[config.mk]
export PLATFORM = sky130hd
export DESIGN_NAME = ldacc_mul
export DESIGN_NICKNAME = d
export VERILOG_FILES = /design/src/sv/lightcut_diffuse_accumulator_unit_macros.svh /design/src/sv/ldacc_mul.sv
export SDC_FILE = /design/constraint.sdc
export NUM_CORES = 2
export LEC_CHECK = 0
export ABC_AREA = 1
export BUFFER_PORTS_ARGS = -buffer_cell sky130_fd_sc_hd__buf_2
export CAP_MARGIN = 20
export CORE_UTILIZATION = 45
export CTS_BUF_LIST = sky130_fd_sc_hd__clkbuf_4
export CTS_CLUSTER_SIZE = 10
export DETAILED_ROUTE_END_ITERATION = 12
export SYNTH_ARGS = -nofsm -noshare
export SYNTH_HDL_FRONTEND = slang
export SYNTH_SLANG_ARGS = --single-unit
[constraint.sdc]
create_clock -name clk_i -period 25.1 [get_ports clk_i]
set_input_delay 3.765 -clock clk_i [delete_from_list [all_inputs] [get_ports clk_i]]
set_output_delay 3.765 -clock clk_i [all_outputs]
set_load 0.01 [all_outputs]
[src/sv/lightcut_diffuse_accumulator_unit_macros.svh]
// Assertion helpers for the diffuse accumulator.
`ifndef LIGHTCUT_DIFFUSE_ACCUMULATOR_UNIT_MACROS_SVH
`define LIGHTCUT_DIFFUSE_ACCUMULATOR_UNIT_MACROS_SVH

// Checked only outside reset.
`define LDACC_ASSERT(lbl, prop, msg) \
  lbl: assert property (@(posedge clk_i) disable iff (!rst_ni) prop) else $error(msg);

// Checked at every edge.
`define LDACC_ASSERT_ALWAYS(lbl, prop, msg) \
  lbl: assert property (@(posedge clk_i) prop) else $error(msg);

`endif

[src/sv/ldacc_mul.sv]
module ldacc_mul (
  input  logic               clk_i,
  input  logic signed [32:0] a_i,
  input  logic signed [32:0] b_i,
  output logic signed [65:0] prod_o
);
  logic signed [65:0] prod_q;

  always_ff @(posedge clk_i) begin
    prod_q <= a_i * b_i;
  end

  assign prod_o = prod_q;
endmodule

==> metrics.md <==
| Metric | Value |
|---|---|
| FF+latch count, synth | 66 |
| Largest net degree at the start of global routing | 35 |
| Slew Limit Fails | 0 |
| Area of the multi-input gates | 33750 µm² |
| Crit-path max cell delay | 1.23 ns |
| Post-cts resize count | 0 |
| Mapped cell area | 43170 µm² |
| Crit-path max FO | 33 |
| RSZ-0062 raised after global routing | false |
| DRT Pass-1 Iters | 5 |
| CP required | between 20 and 30 ns |
| Core area | roughly 95000 µm² |
| Share of cells above drive strength 1 | 0.04080 |
| Initial drt markers | 2021 |
| CP endpoint kind | register |
| Detail Route met2 WL | 61670 µm |
| Routed vias/inst | 4.813 |
| Routed vias | roughly 32000 |
| Die height | roughly 310 µm |
| Max reg flops | 66 |
| Starting Density | 0.4544 |
| Total Routing Usage GR | 0.2622 |
| Most Frequent Cell on Critical Path | fa_1 |
| Post-synthesis sequential area ratio | 0.03060 |
| Via count of the first global-routing pass | 36458 |
| Syn Area/Cell | a little under 8 µm² |
| WHS Endpoint | prod_o[0]$_DFF_P_ |
| Crit-path cells | buf_2 -> nand2_1 -> inv_1 -> fa_1 -> fa_1 -> fa_1 -> fa_1 -> fa_1 -> fa_1 -> fa_1 -> inv_1 -> fa_1 -> inv_1 -> ha_1 -> nand2_1 -> nor2_1 -> nand3_1 -> nor2_1 -> o21ai_0 -> nand4_1 -> nand2_1 |
| Area Growth Syn to Fin | 3.570% |
| Clock transition at path regs | 0.11 ns |
| Fin nets | approximately 7000 |
| # hold bufs at CTS | 0 |
| I/O pin cnt | 133 |
| Pin slew with the least headroom to its limit | 1.037 ns |
| I/O Buffers | 132 |
| CP startpoint kind | input port |
| Post-Synthesis Cells | 5543 |
| Die footprint | 97180 µm² |
| Slew margin rel. | 0.3090 |
| FILL cells | slightly below 10000 |
| Final non-filler cell total | 6710 |
| Max-Cap Viols | 0 |
| CP delay by family, top | adder cells |
| Yosys cell types | 35 |
| Number of CTS-inserted buffers | 9 |
| Antenna Nets Post-Route | 0 |
| Final HPWL DP | 100600 µm |
| Die extent in x | 311.7 µm |
| Status | completed |
| Crit-path slowest cell | fa_1 |
| Top Metal Used | met5 |
| WP buf/inv | 4 |
| Syn nets | between 6000 and 7000 |
| Total gr overflow | 0 |
| Final Hold Fails | 0 |
| DRC Markers | 0 |
| Critical path depth | 21 |
| WHS Path Cells | 3 |
| Finished Cell Area | 44720 µm² |
| Min cycle time layout | 11.20 ns |
| Inst Count DP | 6690 |
| Initial antenna violation count | 10 |
| Placed cell area | 44530 µm² |
| CTS max path bufs | 2 |
| Yosys warns | 0 |
| WP data arrival | 11.58 ns |
| Register area | 1321 µm² |
| Met1 Wirelength | 48980 µm |
| Most frequent cells in the layout | inv_1 (1893), nand2_1 (1517), fa_1 (1145) |
| Final setup fails | 0 |
| CTS H-tree lvls | 3 |
| Post-CTS setup buffers | 0 |
| Site Rows | 113 |
| CTS tree | yes |
| Hold Path Class | in2reg |
| FMAX | 0.08929 GHz |
| Tcrit/Tclk final | 0.4462 |
| WL met3 | 5534 µm |
| Most common cell after layout, fill and taps aside | inv_1 |
| Wire per inst | around 18 µm |
| WL final | 119500 µm |
| CTS sink cnt | 66 |
| Worst hold start | b_i[0] |
| Clk root buf | clkbuf_4 |
| First-pass GRT wire length | 198600 µm |
| Setup TNS Final | 0 ns |
| GP Congestion | 0.9307 |
| Critical setup path kind | in2reg |
[layout make-up]
class / instances / area share
clock inverters: 6 / 0.001847
well taps: 1265 / 0.03540
multi-input cells: 3319 / 0.7548
repair buffers: 146 / 0.01757
inverters: 1895 / 0.1591
flip-flops and latches: 66 / 0.02955
diodes: 4 / 0.0002239
clock buffers: 9 / 0.001511
[worst max path at each step]
stage / start / end / slack [ns]
2_1_floorplan: a_i[32] / prod_o[60]$_DFF_P_ / 14.58
3_3_place_gp: a_i[32] / prod_o[57]$_DFF_P_ / 13.50
3_5_place_dp: a_i[32] / prod_o[57]$_DFF_P_ / 13.46
4_1_cts: a_i[32] / prod_o[57]$_DFF_P_ / 13.98
5_1_grt: a_i[32] / prod_o[57]$_DFF_P_ / 13.56
6_report: a_i[32] / prod_o[57]$_DFF_P_ / 13.90
[metrics by stage]
step	utilization	worst slack (ns)	hold slack (ns)
detailed placement	0.4687	13.46	4.160
finish	0.4706	13.90	3.924
global placement	0.4687	13.50	4.161
floorplan	-	14.58	4.029
global route	0.4706	13.56	3.925
CTS	0.4702	13.98	3.869
[synthesized netlist by cell type, drive strengths merged]
master,instances,share of area
nand2,1534,0.13
inv,1895,0.16
buf,1,0.000087
and2,3,0.00043
o21bai,14,0.0024
o21a,1,0.00017
xnor2,4,0.00081
ha,217,0.063
fa,1145,0.53
nand3,78,0.010
a21boi,1,0.00017
nand3b,3,0.00052
nor4,5,0.00087
a21o,2,0.00035
nor2,154,0.015
dfxtp,66,0.031
clkbuf,262,0.023
xor2,37,0.0075
nor3,8,0.0010
a21oi,65,0.0079
nand4,19,0.0028
or2,6,0.00087
o21ai,23,0.0028
[cells by family after synthesis]
family          share of synthesized area
xor+xnor                         0.008317
buf+inv                            0.1876
compound gates                    0.01377
fa+ha+maj                          0.5938
flops                             0.03060
simple gates                       0.1659
[routing by layer]
metal | vias to the layer above | global-route usage
met5 | - | 0
li1 | 14764 | -
met4 | 12 | 0.06785
met2 | 846 | 0.4768
met1 | 16476 | 0.3332
met3 | 194 | 0.02329
Power is not shown: default switching activity piles up to over one toggle a cycle in this logic, so the estimate is an artifact.
