[src/sv/lightcut_diffuse_accumulator_unit_macros.svh]
// Assertion helpers for the diffuse accumulator.
`ifndef LIGHTCUT_DIFFUSE_ACCUMULATOR_UNIT_MACROS_SVH
`define LIGHTCUT_DIFFUSE_ACCUMULATOR_UNIT_MACROS_SVH

// Checked only outside reset.
`define LDACC_ASSERT(lbl, prop, msg) \
  lbl: assert property (@(posedge clk_i) disable iff (!rst_ni) prop) else $error(msg);

// Checked at every edge.
`define LDACC_ASSERT_ALWAYS(lbl, prop, msg) \
  lbl: assert property (@(posedge clk_i) prop) else $error(msg);

`endif

[src/sv/ldacc_pkg.sv]
package ldacc_pkg;

  localparam logic [31:0] INV_PI_Q32 = 32'd1367130551;
  localparam logic [31:0] SAT32      = 32'hFFFF_FFFF;
  localparam logic [47:0] SAT48      = 48'hFFFF_FFFF_FFFF;
  localparam logic [15:0] SAT16      = 16'hFFFF;
  localparam logic [31:0] ONE_Q16    = 32'd65536;

  localparam logic [1:0] KIND_POINT   = 2'd0;
  localparam logic [1:0] KIND_NORMAL  = 2'd1;
  localparam logic [1:0] KIND_CLUSTER = 2'd2;

  localparam logic [1:0] LT_DIR  = 2'd0;
  localparam logic [1:0] LT_NONE = 2'd3;

  localparam logic [5:0] LC_STEPS   = 6'd17;
  localparam logic [5:0] GAIN_STEPS = 6'd33;

  typedef enum logic [4:0] {
    S_IDLE, S_VEC, S_SQ, S_SQ_ACC, S_SQRT, S_SQRT_W, S_DIV_L, S_DIV_L_W,
    S_DOT, S_DOT_ACC, S_M_CHK, S_M, S_M_ACC, S_DIV_G, S_DIV_G_W, S_MG,
    S_MG_ACC, S_PQ, S_PQ_ACC, S_COL, S_COL_ACC, S_FINISH
  } state_e;

  typedef struct packed {
    logic        start;
    logic [63:0] rem_init;
    logic [32:0] low;
    logic [5:0]  steps;
    logic [63:0] divisor;
  } div_req_t;

  typedef struct packed {
    logic        busy;
    logic        done;
    logic [32:0] quot;
  } div_rsp_t;

  typedef struct packed {
    logic        busy;
    logic        done;
    logic [31:0] root;
  } sqrt_rsp_t;

endpackage

[src/sv/ldacc_isqrt.sv]
module ldacc_isqrt (
  input  logic                 clk_i,
  input  logic                 rst_ni,
  input  logic                 start_i,
  input  logic [63:0]          rad_i,
  output ldacc_pkg::sqrt_rsp_t rsp_o
);
  logic        busy_q, done_q;
  logic [4:0]  cnt_q;
  logic [63:0] rad_q;
  logic [34:0] rem_q;
  logic [31:0] root_q;
  logic [34:0] acc, trial;

  assign acc   = {rem_q[32:0], rad_q[63:62]};
  assign trial = {1'b0, root_q, 2'b01};

  always_ff @(posedge clk_i or negedge rst_ni) begin
    if (!rst_ni) begin
      busy_q <= 1'b0;
      done_q <= 1'b0;
      cnt_q  <= '0;
      rad_q  <= '0;
      rem_q  <= '0;
      root_q <= '0;
    end else begin
      done_q <= busy_q && !start_i && (cnt_q == 5'd31);
      if (start_i) begin
        busy_q <= 1'b1;
        cnt_q  <= '0;
        rad_q  <= rad_i;
        rem_q  <= '0;
        root_q <= '0;
      end else if (busy_q) begin
        rad_q <= {rad_q[61:0], 2'b00};
        if (acc >= trial) begin
          rem_q  <= acc - trial;
          root_q <= {root_q[30:0], 1'b1};
        end else begin
          rem_q  <= acc;
          root_q <= {root_q[30:0], 1'b0};
        end
        cnt_q <= cnt_q + 5'd1;
        if (cnt_q == 5'd31) begin
          busy_q <= 1'b0;
        end
      end
    end
  end

  assign rsp_o.busy = busy_q;
  assign rsp_o.done = done_q;
  assign rsp_o.root = root_q;
endmodule

[config.mk]
export PLATFORM = sky130hd
export DESIGN_NAME = ldacc_isqrt
export DESIGN_NICKNAME = d
export VERILOG_FILES = /design/src/sv/lightcut_diffuse_accumulator_unit_macros.svh /design/src/sv/ldacc_pkg.sv /design/src/sv/ldacc_isqrt.sv
export SDC_FILE = /design/constraint.sdc
export NUM_CORES = 1
export LEC_CHECK = 0
export ABC_AREA = 0
export ABC_CLOCK_PERIOD_IN_PS = 2900
export BUFFER_PORTS_ARGS = -buffer_cell sky130_fd_sc_hd__buf_2
export CORE_MARGIN = 4
export CORE_UTILIZATION = 53
export DETAILED_ROUTE_END_ITERATION = 16
export HOLD_SLACK_MARGIN = 0.1
export PLACE_DENSITY = 0.77
export SYNTH_ARGS = -nofsm -noshare
export SYNTH_HDL_FRONTEND = slang
export SYNTH_SLANG_ARGS = --single-unit
[constraint.sdc]
create_clock -name clk_i -period 2.9 [get_ports clk_i]
set_clock_uncertainty 0.2 [all_clocks]
set_input_delay 0.29 -clock clk_i [delete_from_list [all_inputs] [get_ports clk_i]]
set_output_delay 0.29 -clock clk_i [all_outputs]
set_load 0.05 [all_outputs]
==> flow_summary.ini <==
[placement]
place.port_buffers = 100
place_area_sq_um = 9710
pre_cts_ws_ns = -0.251
dpl.hpwl_microns = 15500
dp_cells = 1266
gp_congestion = 0.905

[worst_hold_path]
min_from = start_i
min_to = root_q[21]
whs_path_depth = 2
min_path_type = in2reg

[logic_synthesis]
synth.distinct_cells = 64
synth-main-ff-cell = dfrtp_1
synth_top_cell_area_share_pct = 41.2
synth-edff-count = 0
ys_ff_latch = 136
syn_area_per_cell_sq_um = 9.08
yosys_warnings = 0
synth.yosys.seq_area_share_pct = 41.2
netlist_area_sq_um = 8260
synthesis.nets = 1012
synth_top_area_cell = dfrtp_1
synthCells = 909
synthArstFlopShare_pct = 100
synth_area_leaders = dfrtp_1 41%, mux2i_1 12%, o21ai_0 5.8%

[worst_setup_path]
critPathMaxFanout = 4
rr_startpoint = root_q[20]
required_ns = 2.99
ff2ff_path_depth = 13
arrival_ns = 3.14
reg2reg_to = rem_q[29]
crit_type = reg2reg
r2r_slack_ns = -0.15
cp-end-kind = flip-flop
start_kind = flip-flop

[sta]
fin_crit_sh_pct = 105
timing.setup.tns_ns = -2.22
final-max-slew-violation-count = 0
fmaxAchievable_ghz = 0.328
slew_headroom_pct = 51.7
rsz0062_at_grt = yes
worst_pin_slew_ns = 0.724
finalHoldViolCount = 0
finalCriticalPeriod_ns = 3.05
hold_slack_ns = 0.176
setup_slack_ns = -0.145
setup_viol = 30

[routing]
drtAntennaViolNets = 0
routed_wl_microns = 27500
vias = 8244
drc = 0
vias_per_cell = 6.00
drt_first_pass_iters = 5
dr.first_iter.drc_count = 798
post_drt_wl_per_cell_microns = 20.0

[die]
start_util_pct = 54.1
io_pins = 101
die_w_microns = 133
core-area_sq_um = 15300
row_count = 45
die_h_microns = 133
dieArea_sq_um = 17600

[cts]
cts.sinks = 136
clk_pin_slew_ns = 0.06
clockBufferDepth = 2
clk-insertion-delay-late_ns = 0.43
cts_inserted_buffers = 17
cts_root_buf = clkbuf_16
tritoncts = yes
htreeDepth = 4

[global_route]
grt_pass1_wl_microns = 42500
gr-total-overflow = 0
grt_use_total_pct = 30.0
busiest_layer = met2
antenna_found_initial = 0
use_met2_pct = 50.2
grtUsageMet1_pct = 38.1
grt_pass1_vias = 8172
grt_max_degree = 119
use_met3_pct = 7.07

[cells_and_area]
fin_area_sq_um = 11400
synthToLayoutAreaGrowth_pct = 37.9
diodes = 0
num-nets-final = 1254
final_util_pct = 74.6
drive_above_1_share_pct = 29.2
final_cell_count_no_fill = 1375
fillers = 953

[power]
p_total_mw = 11.1
p_leak_nw = 5.79
ir_drop_v = 0.000578
p_per_area_nw_per_um2 = 971

[outcome]
status = finished, violations left
violations = negative setup slack

[job]
cap_violations = 0
==> kinds of logic after synthesis <==
family,count (synthesis),share of synthesized area (%)
fa+ha+maj,36,5.46
flops,136,41.2
compound gates,233,18.4
simple gates,266,14.4
xor+xnor,29,3.08
buf+inv,111,5.47
mux,98,11.9
==> repair_timing <==
action	CTS	global route
setup buffers	7	6
gates resized for setup	34	33
hold endpoints to repair	136	0
endpoints found under the setup margin	30	34
hold buffers	65	0
pin swaps	23	27
==> synth_stat cells (4+ instances only) <==
cell type / number
and2_1: 5
a211oi_1: 10
nand2b_1: 4
nand4_1: 6
a21o_1: 6
o31ai_1: 4
a311oi_1: 23
o21bai_1: 10
nand2_1: 96
nand3_1: 29
xor2_1: 11
nor2b_1: 5
o211ai_1: 11
a41oi_1: 4
mux2i_1: 97
o21a_1: 6
nor3_1: 12
inv_1: 51
ha_1: 36
buf_1: 5
clkbuf_1: 46
a21oi_1: 26
nor4_1: 6
a31oi_1: 9
dfrtp_1: 136
o21ai_0: 95
nor2_1: 81
xnor2_1: 18
nor3b_1: 6
==> critical path: stages, from the launching register on <==
cell and delay, ns:
dfrtp_2 0.40, inv_2 0.07, ha_4 0.20, a21o_4 0.20, a21o_1 0.19, a2111oi_4 0.30
nor3_2 0.10, buf_4 0.15, a221oi_4 0.32, a21oi_2 0.12, buf_6 0.15, o21ai_0 0.20
buf_4 0.19, o221ai_1 0.13
==> power breakdown <==
group | total (mW) | internal (mW) | switching, mW | leakage [nW]
sequential | 2.39 | 2.17 | 0.219 | 1.72
combinational | 6.46 | 2.99 | 3.47 | 3.78
clock | 2.21 | 1.29 | 0.922 | 0.289
==> routing by layer <==
| metal | share of wire, % | up-vias |
|---|---|---|
| met3 | 6.9 | 104 |
| met1 | 40 | 4015 |
| met4 | 3.9 | 0 |
| li1 | - | 3737 |
| met5 | 0 | - |
| met2 | 49 | 388 |
==> cell usage in the layout (no fill, tap or decap), types with 13 or more instances in the layout <==
master         synthesis  final
dfrtp_2                0     19
nand2_1               96     92
inv_1                 51     49
nor2_1                81     80
dfrtp_1              136    116
buf_4                  2    109
nand3_1               29     22
mux2i_1               97     97
ha_1                  36     30
a21oi_1               26     22
clkbuf_16              0     17
o21ai_0               95     87
dlygate4sd3_1          0     65
buf_2                  3     98
a311oi_2               0     13
xnor2_1               18     18
==> worst max path at each step <==
stage,from,depth (start not counted),to
CTS,root_q[20],12,rem_q[27]
global route,root_q[20],13,rem_q[29]
floorplan,root_q[20],11,rem_q[14]
finish,root_q[20],13,rem_q[29]
detailed placement,rem_q[20],9,rem_q[5]
global placement,root_q[20],10,rem_q[12]
==> layout make-up <==
type / instances / area [sq um] / share of cell area (%)
Clock buffer: 17 / 425 / 3.74
Timing Repair Buffer: 283 / 2110 / 18.6
Multi-Input combinational cell: 662 / 4790 / 42.1
Inverter: 51 / 191 / 1.68
Clock inverter: 15 / 165 / 1.45
Sequential cell: 136 / 3430 / 30.1
Tap cell: 211 / 264 / 2.32
==> registers in the layout, indices dropped and copies added (netlist names) <==
register / count
root_q: 32
busy_q: 1
rem_q: 33
cnt_q: 5
rad_q: 64
done_q: 1
Note: power is estimated with default switching activity, not from simulation.
