==> config.mk <==
export PLATFORM = sky130hd
export DESIGN_NAME = ldacc_div
export DESIGN_NICKNAME = d
export VERILOG_FILES = /design/src/sv/lightcut_diffuse_accumulator_unit_macros.svh /design/src/sv/ldacc_pkg.sv /design/src/sv/ldacc_div.sv
export SDC_FILE = /design/constraint.sdc
export NUM_CORES = 1
export LEC_CHECK = 0
export BUFFER_PORTS_ARGS = -buffer_cell sky130_fd_sc_hd__buf_2
export CAP_MARGIN = 10
export CORE_MARGIN = 5
export CORE_UTILIZATION = 23
export DETAILED_ROUTE_END_ITERATION = 6
export PLACE_DENSITY = 0.41
export SETUP_SLACK_MARGIN = 0.2
export SLEW_MARGIN = 20
export SYNTH_ARGS = -nofsm -noshare
export SYNTH_HDL_FRONTEND = slang
export SYNTH_SLANG_ARGS = --single-unit
==> constraint.sdc <==
create_clock -name clk_i -period 3.3 [get_ports clk_i]
set_input_delay 0 -clock clk_i [delete_from_list [all_inputs] [get_ports clk_i]]
set_output_delay 0 -clock clk_i [all_outputs]
set_load 0.02 [all_outputs]
==> src/sv/lightcut_diffuse_accumulator_unit_macros.svh <==
// Assertion helpers for the diffuse accumulator.
`ifndef LIGHTCUT_DIFFUSE_ACCUMULATOR_UNIT_MACROS_SVH
`define LIGHTCUT_DIFFUSE_ACCUMULATOR_UNIT_MACROS_SVH

// Checked only outside reset.
`define LDACC_ASSERT(lbl, prop, msg) \
  lbl: assert property (@(posedge clk_i) disable iff (!rst_ni) prop) else $error(msg);

// Checked at every edge.
`define LDACC_ASSERT_ALWAYS(lbl, prop, msg) \
  lbl: assert property (@(posedge clk_i) prop) else $error(msg);

`endif

==> src/sv/ldacc_pkg.sv <==
package ldacc_pkg;

  localparam logic [31:0] INV_PI_Q32 = 32'd1367130551;
  localparam logic [31:0] SAT32      = 32'hFFFF_FFFF;
  localparam logic [47:0] SAT48      = 48'hFFFF_FFFF_FFFF;
  localparam logic [15:0] SAT16      = 16'hFFFF;
  localparam logic [31:0] ONE_Q16    = 32'd65536;

  localparam logic [1:0] KIND_POINT   = 2'd0;
  localparam logic [1:0] KIND_NORMAL  = 2'd1;
  localparam logic [1:0] KIND_CLUSTER = 2'd2;

  localparam logic [1:0] LT_DIR  = 2'd0;
  localparam logic [1:0] LT_NONE = 2'd3;

  localparam logic [5:0] LC_STEPS   = 6'd17;
  localparam logic [5:0] GAIN_STEPS = 6'd33;

  typedef enum logic [4:0] {
    S_IDLE, S_VEC, S_SQ, S_SQ_ACC, S_SQRT, S_SQRT_W, S_DIV_L, S_DIV_L_W,
    S_DOT, S_DOT_ACC, S_M_CHK, S_M, S_M_ACC, S_DIV_G, S_DIV_G_W, S_MG,
    S_MG_ACC, S_PQ, S_PQ_ACC, S_COL, S_COL_ACC, S_FINISH
  } state_e;

  typedef struct packed {
    logic        start;
    logic [63:0] rem_init;
    logic [32:0] low;
    logic [5:0]  steps;
    logic [63:0] divisor;
  } div_req_t;

  typedef struct packed {
    logic        busy;
    logic        done;
    logic [32:0] quot;
  } div_rsp_t;

  typedef struct packed {
    logic        busy;
    logic        done;
    logic [31:0] root;
  } sqrt_rsp_t;

endpackage

==> src/sv/ldacc_div.sv <==
module ldacc_div (
  input  logic                clk_i,
  input  logic                rst_ni,
  input  ldacc_pkg::div_req_t req_i,
  output ldacc_pkg::div_rsp_t rsp_o
);
  logic        busy_q, done_q;
  logic [5:0]  cnt_q;
  logic [63:0] rem_q, div_q;
  logic [32:0] low_q, quot_q;
  logic [64:0] shifted, diff;

  assign shifted = {rem_q, low_q[32]};
  assign diff    = shifted - {1'b0, div_q};

  always_ff @(posedge clk_i or negedge rst_ni) begin
    if (!rst_ni) begin
      busy_q <= 1'b0;
      done_q <= 1'b0;
      cnt_q  <= '0;
      rem_q  <= '0;
      div_q  <= '0;
      low_q  <= '0;
      quot_q <= '0;
    end else begin
      done_q <= busy_q && !req_i.start && (cnt_q == 6'd1);
      if (req_i.start) begin
        busy_q <= 1'b1;
        cnt_q  <= req_i.steps;
        rem_q  <= req_i.rem_init;
        div_q  <= req_i.divisor;
        low_q  <= req_i.low;
        quot_q <= '0;
      end else if (busy_q) begin
        low_q <= {low_q[31:0], 1'b0};
        if (shifted >= {1'b0, div_q}) begin
          rem_q  <= diff[63:0];
          quot_q <= {quot_q[31:0], 1'b1};
        end else begin
          rem_q  <= shifted[63:0];
          quot_q <= {quot_q[31:0], 1'b0};
        end
        cnt_q <= cnt_q - 6'd1;
        if (cnt_q == 6'd1) begin
          busy_q <= 1'b0;
        end
      end
    end
  end

  assign rsp_o.busy = busy_q;
  assign rsp_o.done = done_q;
  assign rsp_o.quot = quot_q;
endmodule
==> results.toml <==
[setup_path]
cpPeakStageDelay_ns = 0.37
worstPathMaxFanout = 3
crit_required_ns = 3.76
crit_slowest_cell = "dfrtp_1"
crit_arrival_ns = 3.72
endpoint_kind = "flop"
crit_path_cell_trace = "inv_1, ha_2, inv_2, fa_2, a21o_1, a221o_1, a31o_2, a21o_1, or2_4, a31oi_4, o21bai_4, mux2i_1, o311a_1, o31ai_1"
critPathKind = "flop to flop"
cp_common_cell = "a21o_1"
cp_top_family = "compound AO/OA/AOI/OAI gates"
path_buf_inv = 2
crit_path_start_kind = "flop"

[final_layout]
fin_nets = 2300
drive_gt1_share_pct = 27.46
area_growth_pct = 53.96
instances_no_fill = 2851
final_cell_mix = "dlygate4sd3_1 (213), nand2_1 (203), buf_2 (203)"
final_common_cell = "dlygate4sd3_1"

[floorplanning]
die_h_um = 250.1
coreArea_um2 = 57370
die_w_um = 250.1
io_pins = 205
rows = 88
die-area_um2 = 62540
start_util_pct = 23.11

[sta]
hold_viol_final = 0
setup_viol = 0
final.setup.tns_ns = 0
relSlewSlack_pct = 30.83
maxSlewViolCount = 0
fmax_mhz = 307.2
clock_skew_ns = 0.03815
fin_hold_ws_ns = 0.1437
worst_slew_pin_slew_ns = 1.038
rsz0062_at_grt = "true"
period_needed_ns = 3.255
final.period_utilization_pct = 98.63

[synth]
syn_area_per_cell_um2 = 8.531
synth.cell_area_um2 = 13260
synthArstFlopShare_pct = 100.0
yosysSeqAreaShare_pct = 38.13
synth.net_count = 1791
yosysWarningCount = 0
synth-seq-cells = 202
synth_cells = 1554
synth_cell_types = 73
synth_edf_count = 0
synth-main-ff-cell = "dfrtp_1"

[placed_design]
portBuffers = 204
placed_cells = 2545
globalplace.congestion = 0.8447
dp_hpwl_mm = 35.69

[global_route]
first_global_vias = 14080
grt-ovfl-total = 0
antenna_found_initial = 8
track_usage_pct = 15.33
grt_pass1_wl_mm = 79.09
grt_max_degree = 112

[pwr]
p_leak_nw = 9.770
clkPwrFrac_pct = 17.2
peakVddDrop_uv = 416.6
power_density_nw_per_um2 = 910.5
power_switching_mw = 7.760
pwr-share-seq_pct = 18.8
power.internal_mw = 10.83
p_sw_share_pct = 41.75
fin_total_pwr_mw = 18.59
p_comb_share_pct = 64.0

[route]
drt_pass1_iterations = 4
drt_iter0_markers = 634
ant_nets = 0
finalWirelength_mm = 50.21
wl_per_cell_um = 17.61
vias_per_cell = 4.648
drc = 0
vias = 13250

[cts]
cts_root_buf = "clkbuf_16"
cts_tree = "done"
clk_pin_slew_ns = 0.06
cts_sinks = 202
cts_buffers = 28
htree_levels = 1
cts_buffer_depth = 3
clk_latency_ns = 0.59

[run_status]
outcome = "completed"

[flow_run]
drv_cap = 0

[hold_path]
hold_class = "primary input to flop"
==> kinds of logic (layout without fill, tap and decap cells) <==
| family | after synthesis | count (layout) | synth area share, % |
|---|---|---|---|
| compound gates | 496 | 496 | 24.57 |
| simple gates | 471 | 471 | 15.97 |
| flops | 202 | 202 | 38.13 |
| buf+inv | 189 | 718 | 5.747 |
| mux | 71 | 71 | 5.379 |
| fa+ha+maj | 67 | 67 | 6.380 |
| xor+xnor | 58 | 58 | 3.832 |
| other cells | 0 | 3 | 0 |
==> worst min-delay path: cells and delay by family <==
family | cells | cell delay (ns)
buf+inv | 2 | 0.60
compound gates | 1 | 0.05
simple gates | 1 | 0.04
==> cells in the mapped netlist, types with 10 or more instances <==
master / n / area (um^2)
a21o_1: 64 / 480.5
nand4_1: 17 / 106.4
buf_1: 12 / 45.04
ha_1: 66 / 825.8
o31ai_1: 36 / 270.3
xnor2_1: 33 / 289.0
and2_1: 10 / 62.56
a31oi_1: 10 / 62.56
buf_2: 27 / 135.1
xor2_1: 25 / 219.0
clkbuf_1: 67 / 251.5
nand2_1: 207 / 777.0
dfrtp_1: 202 / 5055
o21bai_1: 12 / 90.09
nor2_1: 113 / 424.2
and3_1: 18 / 112.6
a21oi_1: 86 / 430.4
inv_1: 78 / 292.8
mux2i_1: 69 / 690.7
nor3_1: 34 / 170.2
o21ai_0: 153 / 765.7
nand3_1: 26 / 130.1
a211oi_1: 32 / 240.2
o211ai_1: 12 / 90.09
==> power groups by stage <==
stage	combinational, mW	clock [mW]	sequential, mW
floorplan	6.07	0	3.36
global placement	9.32	0	3.46
detailed placement	9.30	0	3.46
CTS	10.1	3.34	3.44
global route	13.0	3.42	3.55
finish	11.9	3.19	3.49
==> final timing paths <==
path                            cells after the start   endpoint       from  slack, ns
worst max register to register                     14  rem_q[40]  low_q[32]       0.05
worst min-delay path                                4  low_q[21]  req_i[91]       0.14
worst max-delay path                               14  rem_q[40]  low_q[32]       0.05
worst min register to register                      2  rem_q[42]  rem_q[41]       0.53
min in group asynchronous                           3  rem_q[53]     rst_ni       0.49
max in group asynchronous                           4  div_q[58]     rst_ni       1.99
==> flip-flops by register name, summed over array words and instances (netlist names) <==
signal  cells
cnt_q       6
quot_q     33
done_q      1
busy_q      1
div_q      64
low_q      33
rem_q      64
==> routing by layer <==
metal | wire length (um) | vias to the layer above | share of wire (%) | global-route usage [%]
li1 | - | 6562 | - | -
met1 | 23130 | 6370 | 46 | 20.53
met2 | 23660 | 249 | 47 | 25.98
met3 | 2260 | 62 | 4.5 | 2.897
met4 | 1115 | 8 | 2.2 | 3.165
met5 | 42 | - | 0.084 | 0
==> timing repair <==
action,4_1_cts,5_1_grt
hold buffers,214,0
cloned,1,6
endpoints found under the hold margin,313,0
pin swaps,46,93
endpoints found under the setup margin,64,63
setup buffers,7,25
gates resized for setup,62,145
==> per-stage QoR <==
| step | cell area [um^2] | setup WS, ns | util, % |
|---|---|---|---|
| after floorplan | 13270 | 0.1458 | - |
| after global placement | 15840 | -0.1042 | 27.62 |
| after detailed placement | 15840 | -0.1950 | 27.62 |
| after CTS | 19330 | -0.002352 | 33.70 |
| after global routing | 20410 | -0.09421 | 35.58 |
| final | 20410 | 0.04512 | 35.58 |
==> final cells by class <==
class,instances,area (um^2)
diodes,3,7.507
clock buffers,42,843.3
clock inverters,8,146.4
fillers,5922,36950
inverters,79,296.5
multi-input cells,1163,8289
flip-flops and latches,202,5059
well taps,765,957.2
repair buffers,589,4813
(Power assumes the default switching activity.)
